File: config.mk
export PLATFORM = sky130hd
export DESIGN_NAME = stable_priority_queue
export DESIGN_NICKNAME = d
export VERILOG_FILES = /design/src/rtl/core/spq_pkg.sv /design/src/rtl/core/spq_ctrl.sv /design/src/rtl/core/spq_datapath.sv /design/src/rtl/core/stable_priority_queue.sv
export SDC_FILE = /design/constraint.sdc
export NUM_CORES = 2
export LEC_CHECK = 0
export BUFFER_PORTS_ARGS = -buffer_cell sky130_fd_sc_hd__clkbuf_2
export CAP_MARGIN = 20
export CORE_MARGIN = 4
export CORE_UTILIZATION = 45
export DETAILED_ROUTE_END_ITERATION = 10
export HOLD_SLACK_MARGIN = 0.12
export PLACE_DENSITY_LB_ADDON = 0.2
export SYNTH_ARGS = -nofsm -noshare
export SYNTH_HDL_FRONTEND = slang
export SYNTH_SLANG_ARGS = --single-unit
File: constraint.sdc
create_clock -name clk -period 9.6 [get_ports clk]
set_input_delay 0.48 -clock clk [delete_from_list [all_inputs] [get_ports clk]]
set_output_delay 0.48 -clock clk [all_outputs]
set_load 0.03 [all_outputs]
File: src/rtl/core/spq_pkg.sv
`timescale 1ns / 1ps
`default_nettype none

package spq_pkg;

    localparam int QUEUE_DEPTH   = 16;
    localparam int PRIORITY_BITS = 8;

    localparam int PRI_PORT_W = 8;
    localparam int PAYLOAD_W  = 32;
    localparam int COUNT_W    = $clog2(QUEUE_DEPTH + 1);

    // bits of the priority port kept in a slot
    localparam int PRI_KEEP = (PRIORITY_BITS < PRI_PORT_W) ? PRIORITY_BITS : PRI_PORT_W;

    typedef enum logic {
        OP_ENQ = 1'b0,
        OP_DEQ = 1'b1
    } op_t;

    typedef enum logic [1:0] {
        ST_OK    = 2'd0,
        ST_EMPTY = 2'd1,
        ST_FULL  = 2'd2
    } status_t;

    typedef enum logic {
        CTL_IDLE = 1'b0,
        CTL_HOLD = 1'b1
    } ctl_state_t;

    typedef struct packed {
        logic exec;
    } ctl_cmd_t;

endpackage

`default_nettype wire

File: src/rtl/core/spq_ctrl.sv
`timescale 1ns / 1ps
`default_nettype none

module spq_ctrl (
    input  wire logic              clk,
    input  wire logic              rst_n,
    input  wire logic              in_valid,
    output logic                   in_stall,
    output logic                   out_valid,
    input  wire logic              out_stall,
    output spq_pkg::ctl_cmd_t      cmd
);
    import spq_pkg::*;

    ctl_state_t state_reg;
    ctl_state_t state_next;
    logic       accept;

    assign accept = in_valid && !in_stall;

    always_comb
    begin
        state_next = state_reg;
        case (state_reg)
            CTL_IDLE:
            begin
                if (accept)
                begin
                    state_next = CTL_HOLD;
                end
            end
            CTL_HOLD:
            begin
                // word taken this cycle, a new one may replace it
                if (!out_stall)
                begin
                    state_next = accept ? CTL_HOLD : CTL_IDLE;
                end
            end
            default:
            begin
                state_next = CTL_IDLE;
            end
        endcase
    end

    always_comb
    begin
        out_valid = 1'b0;
        in_stall  = 1'b0;
        case (state_reg)
            CTL_IDLE:
            begin
                out_valid = 1'b0;
                in_stall  = 1'b0;
            end
            CTL_HOLD:
            begin
                out_valid = 1'b1;
                in_stall  = out_stall;
            end
            default:
            begin
                out_valid = 1'b0;
                in_stall  = 1'b1;
            end
        endcase
    end

    assign cmd.exec = accept;

    always_ff @(posedge clk or negedge rst_n)
    begin
        if (!rst_n)
        begin
            state_reg <= CTL_IDLE;
        end
        else
        begin
            state_reg <= state_next;
        end
    end

endmodule

`default_nettype wire

File: src/rtl/core/spq_datapath.sv
`timescale 1ns / 1ps
`default_nettype none

module spq_datapath (
    input  wire logic                              clk,
    input  wire logic                              rst_n,
    input  wire spq_pkg::ctl_cmd_t                 cmd,
    input  wire logic                              operation,
    input  wire logic [spq_pkg::PRI_PORT_W-1:0]    priority_req,
    input  wire logic [spq_pkg::PAYLOAD_W-1:0]     payload,
    output spq_pkg::status_t                       status,
    output logic [spq_pkg::PRI_PORT_W-1:0]         out_priority,
    output logic [spq_pkg::PAYLOAD_W-1:0]          out_payload,
    output logic                                   now_empty
);
    import spq_pkg::*;

    logic [PRIORITY_BITS-1:0] slot_pri_reg  [QUEUE_DEPTH];
    logic [PRIORITY_BITS-1:0] slot_pri_next [QUEUE_DEPTH];
    logic [PAYLOAD_W-1:0]     slot_pay_reg  [QUEUE_DEPTH];
    logic [PAYLOAD_W-1:0]     slot_pay_next [QUEUE_DEPTH];
    logic [COUNT_W-1:0]       occ_reg;
    logic [COUNT_W-1:0]       occ_next;

    status_t                  status_reg;
    status_t                  status_next;
    logic [PRI_PORT_W-1:0]    opri_reg;
    logic [PRI_PORT_W-1:0]    opri_next;
    logic [PAYLOAD_W-1:0]     opay_reg;
    logic [PAYLOAD_W-1:0]     opay_next;
    logic                     now_empty_reg;

    logic [PRIORITY_BITS-1:0] pri_new;
    logic [QUEUE_DEPTH-1:0]   ge;
    logic                     enq_ok;
    logic                     deq_ok;
    logic                     is_enq;

    always_comb
    begin
        pri_new = '0;
        for (int b = 0; b < PRI_KEEP; b++)
        begin
            pri_new[b] = priority_req[b];
        end
    end

    assign is_enq = (op_t'(operation) == OP_ENQ);
    assign enq_ok = is_enq && (occ_reg != COUNT_W'(QUEUE_DEPTH));
    assign deq_ok = !is_enq && (occ_reg != '0);

    // per-slot compare, a prefix of ones since the slots stay sorted
    always_comb
    begin
        for (int i = 0; i < QUEUE_DEPTH; i++)
        begin
            ge[i] = (COUNT_W'(i) < occ_reg) && (slot_pri_reg[i] >= pri_new);
        end
    end

    always_comb
    begin
        for (int i = 0; i < QUEUE_DEPTH; i++)
        begin
            slot_pri_next[i] = slot_pri_reg[i];
            slot_pay_next[i] = slot_pay_reg[i];
        end
        if (enq_ok)
        begin
            if (!ge[0])
            begin
                slot_pri_next[0] = pri_new;
                slot_pay_next[0] = payload;
            end
            for (int i = 1; i < QUEUE_DEPTH; i++)
            begin
                if (!ge[i])
                begin
                    if (ge[i-1])
                    begin
                        slot_pri_next[i] = pri_new;
                        slot_pay_next[i] = payload;
                    end
                    else
                    begin
                        slot_pri_next[i] = slot_pri_reg[i-1];
                        slot_pay_next[i] = slot_pay_reg[i-1];
                    end
                end
            end
        end
        else if (deq_ok)
        begin
            for (int i = 0; i < QUEUE_DEPTH - 1; i++)
            begin
                slot_pri_next[i] = slot_pri_reg[i+1];
                slot_pay_next[i] = slot_pay_reg[i+1];
            end
        end
    end

    always_comb
    begin
        occ_next    = occ_reg;
        status_next = ST_OK;
        opri_next   = '0;
        opay_next   = '0;
        if (enq_ok)
        begin
            occ_next = occ_reg + COUNT_W'(1);
        end
        else if (deq_ok)
        begin
            occ_next  = occ_reg - COUNT_W'(1);
            opay_next = slot_pay_reg[0];
            for (int b = 0; b < PRI_KEEP; b++)
            begin
                opri_next[b] = slot_pri_reg[0][b];
            end
        end
        else if (is_enq)
        begin
            status_next = ST_FULL;
        end
        else
        begin
            status_next = ST_EMPTY;
        end
    end

    always_ff @(posedge clk)
    begin
        if (cmd.exec)
        begin
            for (int i = 0; i < QUEUE_DEPTH; i++)
            begin
                slot_pri_reg[i] <= slot_pri_next[i];
                slot_pay_reg[i] <= slot_pay_next[i];
            end
            status_reg <= status_next;
            opri_reg   <= opri_next;
            opay_reg   <= opay_next;
        end
    end

    always_ff @(posedge clk or negedge rst_n)
    begin
        if (!rst_n)
        begin
            occ_reg       <= '0;
            now_empty_reg <= 1'b1;
        end
        else if (cmd.exec)
        begin
            occ_reg       <= occ_next;
            now_empty_reg <= (occ_next == '0);
        end
    end

    assign status       = status_reg;
    assign out_priority = opri_reg;
    assign out_payload  = opay_reg;
    assign now_empty    = now_empty_reg;

`ifndef SYNTHESIS
    a_occ_bound: assert property (@(posedge clk) disable iff (!rst_n)
        occ_reg <= COUNT_W'(QUEUE_DEPTH))
        else $error("occupancy above queue depth");

    a_full_holds: assert property (@(posedge clk) disable iff (!rst_n)
        cmd.exec && is_enq && (occ_reg == COUNT_W'(QUEUE_DEPTH))
        |=> $stable(occ_reg) && (status_reg == ST_FULL))
        else $error("enqueue into full queue changed occupancy");

    a_deq_count: assert property (@(posedge clk) disable iff (!rst_n)
        cmd.exec && !is_enq && (occ_reg != '0)
        |=> (occ_reg == $past(occ_reg) - COUNT_W'(1)) && (status_reg == ST_OK))
        else $error("dequeue did not remove one entry");

    a_empty_flag: assert property (@(posedge clk) disable iff (!rst_n)
        cmd.exec |=> now_empty_reg == (occ_reg == '0))
        else $error("empty flag disagrees with occupancy");
`endif

endmodule

`default_nettype wire

File: src/rtl/core/stable_priority_queue.sv
// latency: a result word is valid the cycle after its input word is accepted
// throughput: one word per cycle while not stalled, the sorted slot row compares and shifts in one step
// an input word is stalled only while a result word is held under out_stall
// reset: rst_n asynchronous active low, queue empty, no result pending
// slot contents are not reset, slots at or above the occupancy never reach an output
`timescale 1ns / 1ps
`default_nettype none

module stable_priority_queue (
    input  wire logic                             clk,
    input  wire logic                             rst_n,
    input  wire logic                             in_valid,
    output logic                                  in_stall,
    input  wire logic                             operation,
    input  wire logic [spq_pkg::PRI_PORT_W-1:0]   priority_req,
    input  wire logic [spq_pkg::PAYLOAD_W-1:0]    payload,
    output logic                                  out_valid,
    input  wire logic                             out_stall,
    output logic [1:0]                            status,
    output logic [spq_pkg::PRI_PORT_W-1:0]        out_priority,
    output logic [spq_pkg::PAYLOAD_W-1:0]         out_payload,
    output logic                                  now_empty
);
    import spq_pkg::*;

    ctl_cmd_t cmd;
    status_t  dp_status;

    spq_ctrl u_ctrl (
        .clk       (clk),
        .rst_n     (rst_n),
        .in_valid  (in_valid),
        .in_stall  (in_stall),
        .out_valid (out_valid),
        .out_stall (out_stall),
        .cmd       (cmd)
    );

    spq_datapath u_dp (
        .clk          (clk),
        .rst_n        (rst_n),
        .cmd          (cmd),
        .operation    (operation),
        .priority_req (priority_req),
        .payload      (payload),
        .status       (dp_status),
        .out_priority (out_priority),
        .out_payload  (out_payload),
        .now_empty    (now_empty)
    );

    assign status = dp_status;

endmodule

`default_nettype wire

## Word level (Yosys, flattened, before mapping)

Memory sizes are Yosys's and may differ from the RTL's.
Cells that the tools add are included.

- Add/subtract/negate cells: 2
- Multipliers: 0
- Divide/modulo/power cells: 0
- $lt $le $gt $ge: 32
- Equality and inequality tests: 1
- Shift-type cells: 0
- Muxes and demuxes: 77
- Bitwise logic cells: 3
- Reduce and logical (&&, ||, !) cells: 24

Operator list:

| cell | count |
|---|---|
| 32-bit 2-to-1 mux | 32 |
| 480-bit 2-to-1 mux | 2 |
| 8-bit 2-to-1 mux | 32 |
| 120-bit 2-to-1 mux | 2 |
| 8-bit >= comparator | 16 |
| 4-bit by 5-bit < comparator with 1-bit output (first input constant) | 8 |
| 3-bit by 5-bit < comparator with 1-bit output (first input constant) | 4 |
| 1-bit logical AND | 19 |
| 1-bit by 5-bit < comparator with 1-bit output (first input constant) | 2 |
| 2-bit by 5-bit < comparator with 1-bit output (first input constant) | 2 |
| 5-bit 2-to-1 mux | 2 |
| 1-bit one-hot mux with 2 select lines | 3 |
| 5-bit by 1-bit adder with 5-bit output (second input constant) | 1 |
| 5-bit zero test | 1 |
| 5-bit inequality test (second input constant) | 1 |
| 5-bit nonzero test | 1 |
| 5-bit by 1-bit subtractor with 5-bit output (second input constant) | 1 |
| 2-bit OR reduction | 2 |
| 1-bit 2-to-1 mux | 3 |
| 1-bit NOT | 3 |
| 2-bit 2-to-1 mux | 1 |
| 1-bit zero test | 1 |

- Register bits: 49
- Bits in latches: 0
- RAM bits: 640
- Bits in read-only memories: 0
- Word-level logic and storage cells: 147
- Memories kept: 2

Memories:

| name | depth | width | read ports | clocked after memory_dff | write ports | RTL line | text |
|---|---|---|---|---|---|---|---|
| u_dp.slot_pay_reg | 16 | 32 | 16 | 0 | 16 | spq_datapath.sv:20 | `logic [PAYLOAD_W-1:0] slot_pay_reg [QUEUE_DEPTH];` |
| u_dp.slot_pri_reg | 16 | 8 | 16 | 0 | 16 | spq_datapath.sv:18 | `logic [PRIORITY_BITS-1:0] slot_pri_reg [QUEUE_DEPTH];` |

## Logic depth before layout (Yosys ltp)

- Word-level depth: 7
- Depth in mapped cells: 12
- Mapped depth without buffers: 8

## By module

A second synthesis with hierarchy kept.

- Cells, all modules: 3,328
- Area, all modules: 36,095.9 um2

By module, submodules not included:

| module | instances | cells an instance | area an instance (um2) |
|---|---|---|---|
| spq_datapath | 1 | 3,324 | 36,045.8 |
| spq_ctrl | 1 | 4 | 50.0 |

## Worst setup path after synthesis

No wires, ideal clock.

- Kind: register to register
- From: register, netlist name u_dp.occ_reg[1]
- To: memory u_dp.slot_pay_reg[15][0] (netlist: u_dp.slot_pay_reg[1][224]) (enable)
- Library setup time: 0.562 ns
- Arrival: 6.295 ns
- Path slack: 2.742 ns
- Stages on the path, launching flop included: 10
- Path buffers: 4
- Path through: dfrtp_1 > clkbuf_1 > inv_1 > ha_1 > and4bb_2 > or2_1 > buf_2 > buf_6 > buf_2 > a2111oi_1

RTL lines:

| element | RTL line |
|---|---|
| to (decl) | spq_datapath.sv:20 |

==> flow_summary.toml <==
[synth]
synth_top_family_by_area = "multiplexers"
synth_xor_area_share_pct = 0.141
synth_compound_gate_area_share_pct = 12.7
synth_flop_cell = "edfxtp_1"
avgSynthCellArea_um2 = 11.0
async_reset_ff_share_pct = 1.02
syn-num-nets = 3559
synthAdderAreaFrac_pct = 4.44
synth_edf_count = 682
ys_seq_area_share_pct = 55.6
synth_cell_type_count = 61
synth-simple-area-share_pct = 10.2
ys_ff_latch = 689
syn_inst = 3382
syn-cell-area_um2 = 37200
synth.area.mux_share_pct = 12.8
yosysWarnings = 0

[floorplanning]
start_util_pct = 45.3
core_um2 = 82000
die_w_um = 295
die_height_um = 295
dieArea_um2 = 87200
rows = 105
ios = 90

[power]
ir_worst_vdd_mv = 0.143
comb_power_share_pct = 28.1
leakage_nw = 16.6
p_sw_w = 0.00325
pwr_density_cell_nw_per_um2 = 242
clkPwrFrac_pct = 28.7
netSwitchingFraction_pct = 32.9
internal-power_w = 0.00665
seqPwrFrac_pct = 43.3

[setup_path]
cp_max_fo = 286
reg2reg_depth = 6
crit_start = "u_dp.occ_reg[4]"
worst-endpoint-required_ps = 9870
r2r-end = "u_dp.slot_pay_reg[0][99]"
worstSetupEndpoint = "u_dp.slot_pay_reg[0][99]"
crit_arrival_ps = 4690
endpoint_kind = "flop"
reg2reg_from = "u_dp.occ_reg[4]"
worstSetupPathType = "reg2reg"
start_kind = "flop"
reg2reg_slack_ps = 5180

[drt]
drt_pre_antenna_iters = 6
num_vias = 26082
drt-initial-drc-count = 1889
routed_via_density = 5.82
drc_errors = 0
ant_nets = 0
wl_mm = 99.5
wl_per_cell_um = 22.2

[finish]
nets = 3535
stdcell_count = 4481
layout-drive-gt1-share_pct = 10.4
synthToLayoutAreaGrowth_pct = 10.2
largest_register_ffs = 512

[sta]
maxSlewViolCount = 0
fin_worst_skew_ps = 20.2
max_slew_margin_pct = 24.8
setup_viol = 0
finalHoldViolCount = 0
finalCritPeriodShare_pct = 46.1
period_needed_ps = 4420
finalSetupTns_ps = 0
rsz0062_at_grt = "false"
tightest_slew_ps = 1130
clock.fmax_mhz = 226

[placement]
io_buffers = 89
place_congestion = 0.829
hpwl_mm = 68.7
dp_cells = 4342

[outcome]
status = "completed"

[cts]
clk_pin_slew_ps = 50
postCtsSetupRepairBufs = 0
cts-root-buf = "clkbuf_16"
cts_resized = 0
insertion_delay_ps = 620
clockBufferDepth = 3
cts_tree = "done"
postCtsHoldBufs = 3
cts_sinks = 689
cts_made_buffers = 77
cts-htree-levels = 3

[global_route]
antenna_found_initial = 1
grt_pass1_wl_mm = 153
overflow = 0
grt_pass1_vias = 27609
grt_max_degree = 287
grt_usage_pct = 22.2

[run]
drv_cap = 0

[worst_hold_path]
hold_class = "in2async"
[critical path, stage by stage (launching register included)]
cell and delay, ps:
dfrtp_1 920, and4bb_2 440, or2_4 480, buf_12 620, nor2_1 210, nor2_4 580
buf_4 480
[power by group through the flow]
stage	clock network, W	logic (W)	registers, W
after floorplan	0	0.00212	0.00423
after global placement	0	0.00268	0.00434
after detailed placement	0	0.00276	0.00435
after CTS	0.00290	0.00277	0.00429
after global routing	0.00302	0.00307	0.00433
final	0.00284	0.00278	0.00429
[per-layer routing]
metal  track usage, %  wire length [um]
met1             25.8             40000
met2             41.8             52600
met3             2.84              3020
met4             8.30              3850
met5                0                 0
[stage by stage]
step | total power, W | setup slack [ps] | hold slack (ps) | cell area (um2) | util [%]
floorplan | 0.00634 | 2740 | 184 | 37200 | -
global placement | 0.00702 | 5230 | 317 | 38400 | 46.9
detailed placement | 0.00711 | 5120 | 319 | 38500 | 46.9
CTS | 0.00997 | 5300 | 207 | 40900 | 49.8
global route | 0.0104 | 4920 | 228 | 41000 | 50.0
finish | 0.00990 | 5180 | 236 | 41000 | 50.0
[area by class of cell]
cell class | instances | area [um2]
tap | 1070 | 1340
clock inverter | 32 | 275
fill | 7400 | 41000
multi-input combinational | 2358 | 15200
clock buffer | 99 | 2070
timing repair buffer | 173 | 1220
sequential | 689 | 20700
inverter | 59 | 221
antenna | 1 | 2.50
[cells by family after synthesis]
family | Yosys count
buffers and inverters | 335
muxes | 469
xor gates and xnor gates | 6
and+or+nand+nor | 889
AOI/OAI and AO/OA | 862
adders and majority gates | 132
DFF | 689
[synth_stat cells, types with 6 or more instances]
cell | n | area [um2]
a21oi_1 | 141 | 706
nor2_1 | 158 | 593
a21o_1 | 7 | 52.6
clkbuf_1 | 144 | 541
dfrtp_1 | 6 | 150
clkbuf_2 | 9 | 45.0
mux2i_1 | 429 | 4290
nand2_1 | 545 | 2050
nand4_1 | 10 | 62.6
or3_1 | 78 | 488
inv_1 | 59 | 221
and2_1 | 40 | 250
buf_1 | 7 | 26.3
ha_1 | 132 | 1650
mux2_2 | 40 | 450
a31oi_1 | 82 | 513
nor2b_1 | 7 | 43.8
o21a_1 | 14 | 105
o21ai_0 | 520 | 2600
buf_4 | 7 | 52.6
o21ai_1 | 48 | 240
nand2b_1 | 19 | 119
edfxtp_1 | 682 | 20500
buf_6 | 18 | 203
o221ai_1 | 12 | 105
buf_2 | 91 | 455
nand3_1 | 17 | 85.1
o211ai_1 | 7 | 52.6
[how the worst min path moves through the flow]
stage	startpoint	end	slack, ps	cells after the start
finish	rst_n	u_dp.occ_reg[3]	240	2
global route	rst_n	u_ctrl.state_reg	230	2
CTS	rst_n	u_dp.occ_reg[2]	210	2
detailed placement	rst_n	u_ctrl.state_reg	320	1
global placement	rst_n	u_ctrl.state_reg	320	1
floorplan	rst_n	u_ctrl.state_reg	180	0
[cells in the final DEF (no fill, tap or decap), types with 3 or more instances in the layout]
cell type      netlist  final
inv_1               59     58
xnor2_1              3      3
nand2_1            545    540
clkbuf_2             9     89
o21ai_1             48     46
mux2i_1            429    429
o21a_1              14     14
ha_1               132    132
clkinv_2             0      7
mux2_2              40     40
dfrtp_1              6      6
and2_1              40     40
a31oi_1             82     82
edfxtp_1           682    682
nand2b_1            19     19
nand2_2              1      6
nor2b_1              7      7
buf_12               0      3
nand4_1             10     10
a21oi_1            141    140
nor3_1               3      3
nand3_1             17     17
a21oi_4              2      5
buf_16               0      5
bufinv_16            0      4
buf_4                7     73
a21o_1               7      7
clkbuf_16            0     80
nor2_4               0     15
or3_1               78     78
dlygate4sd3_1        0      3
o211ai_1             7      7
o221ai_1            12     12
clkbuf_1           144     19
xor2_1               3      3
clkinv_1             0     16
nor2_1             158    143
o21ai_0            520    520
No activity file was read; power rests on OpenSTA's default activity.
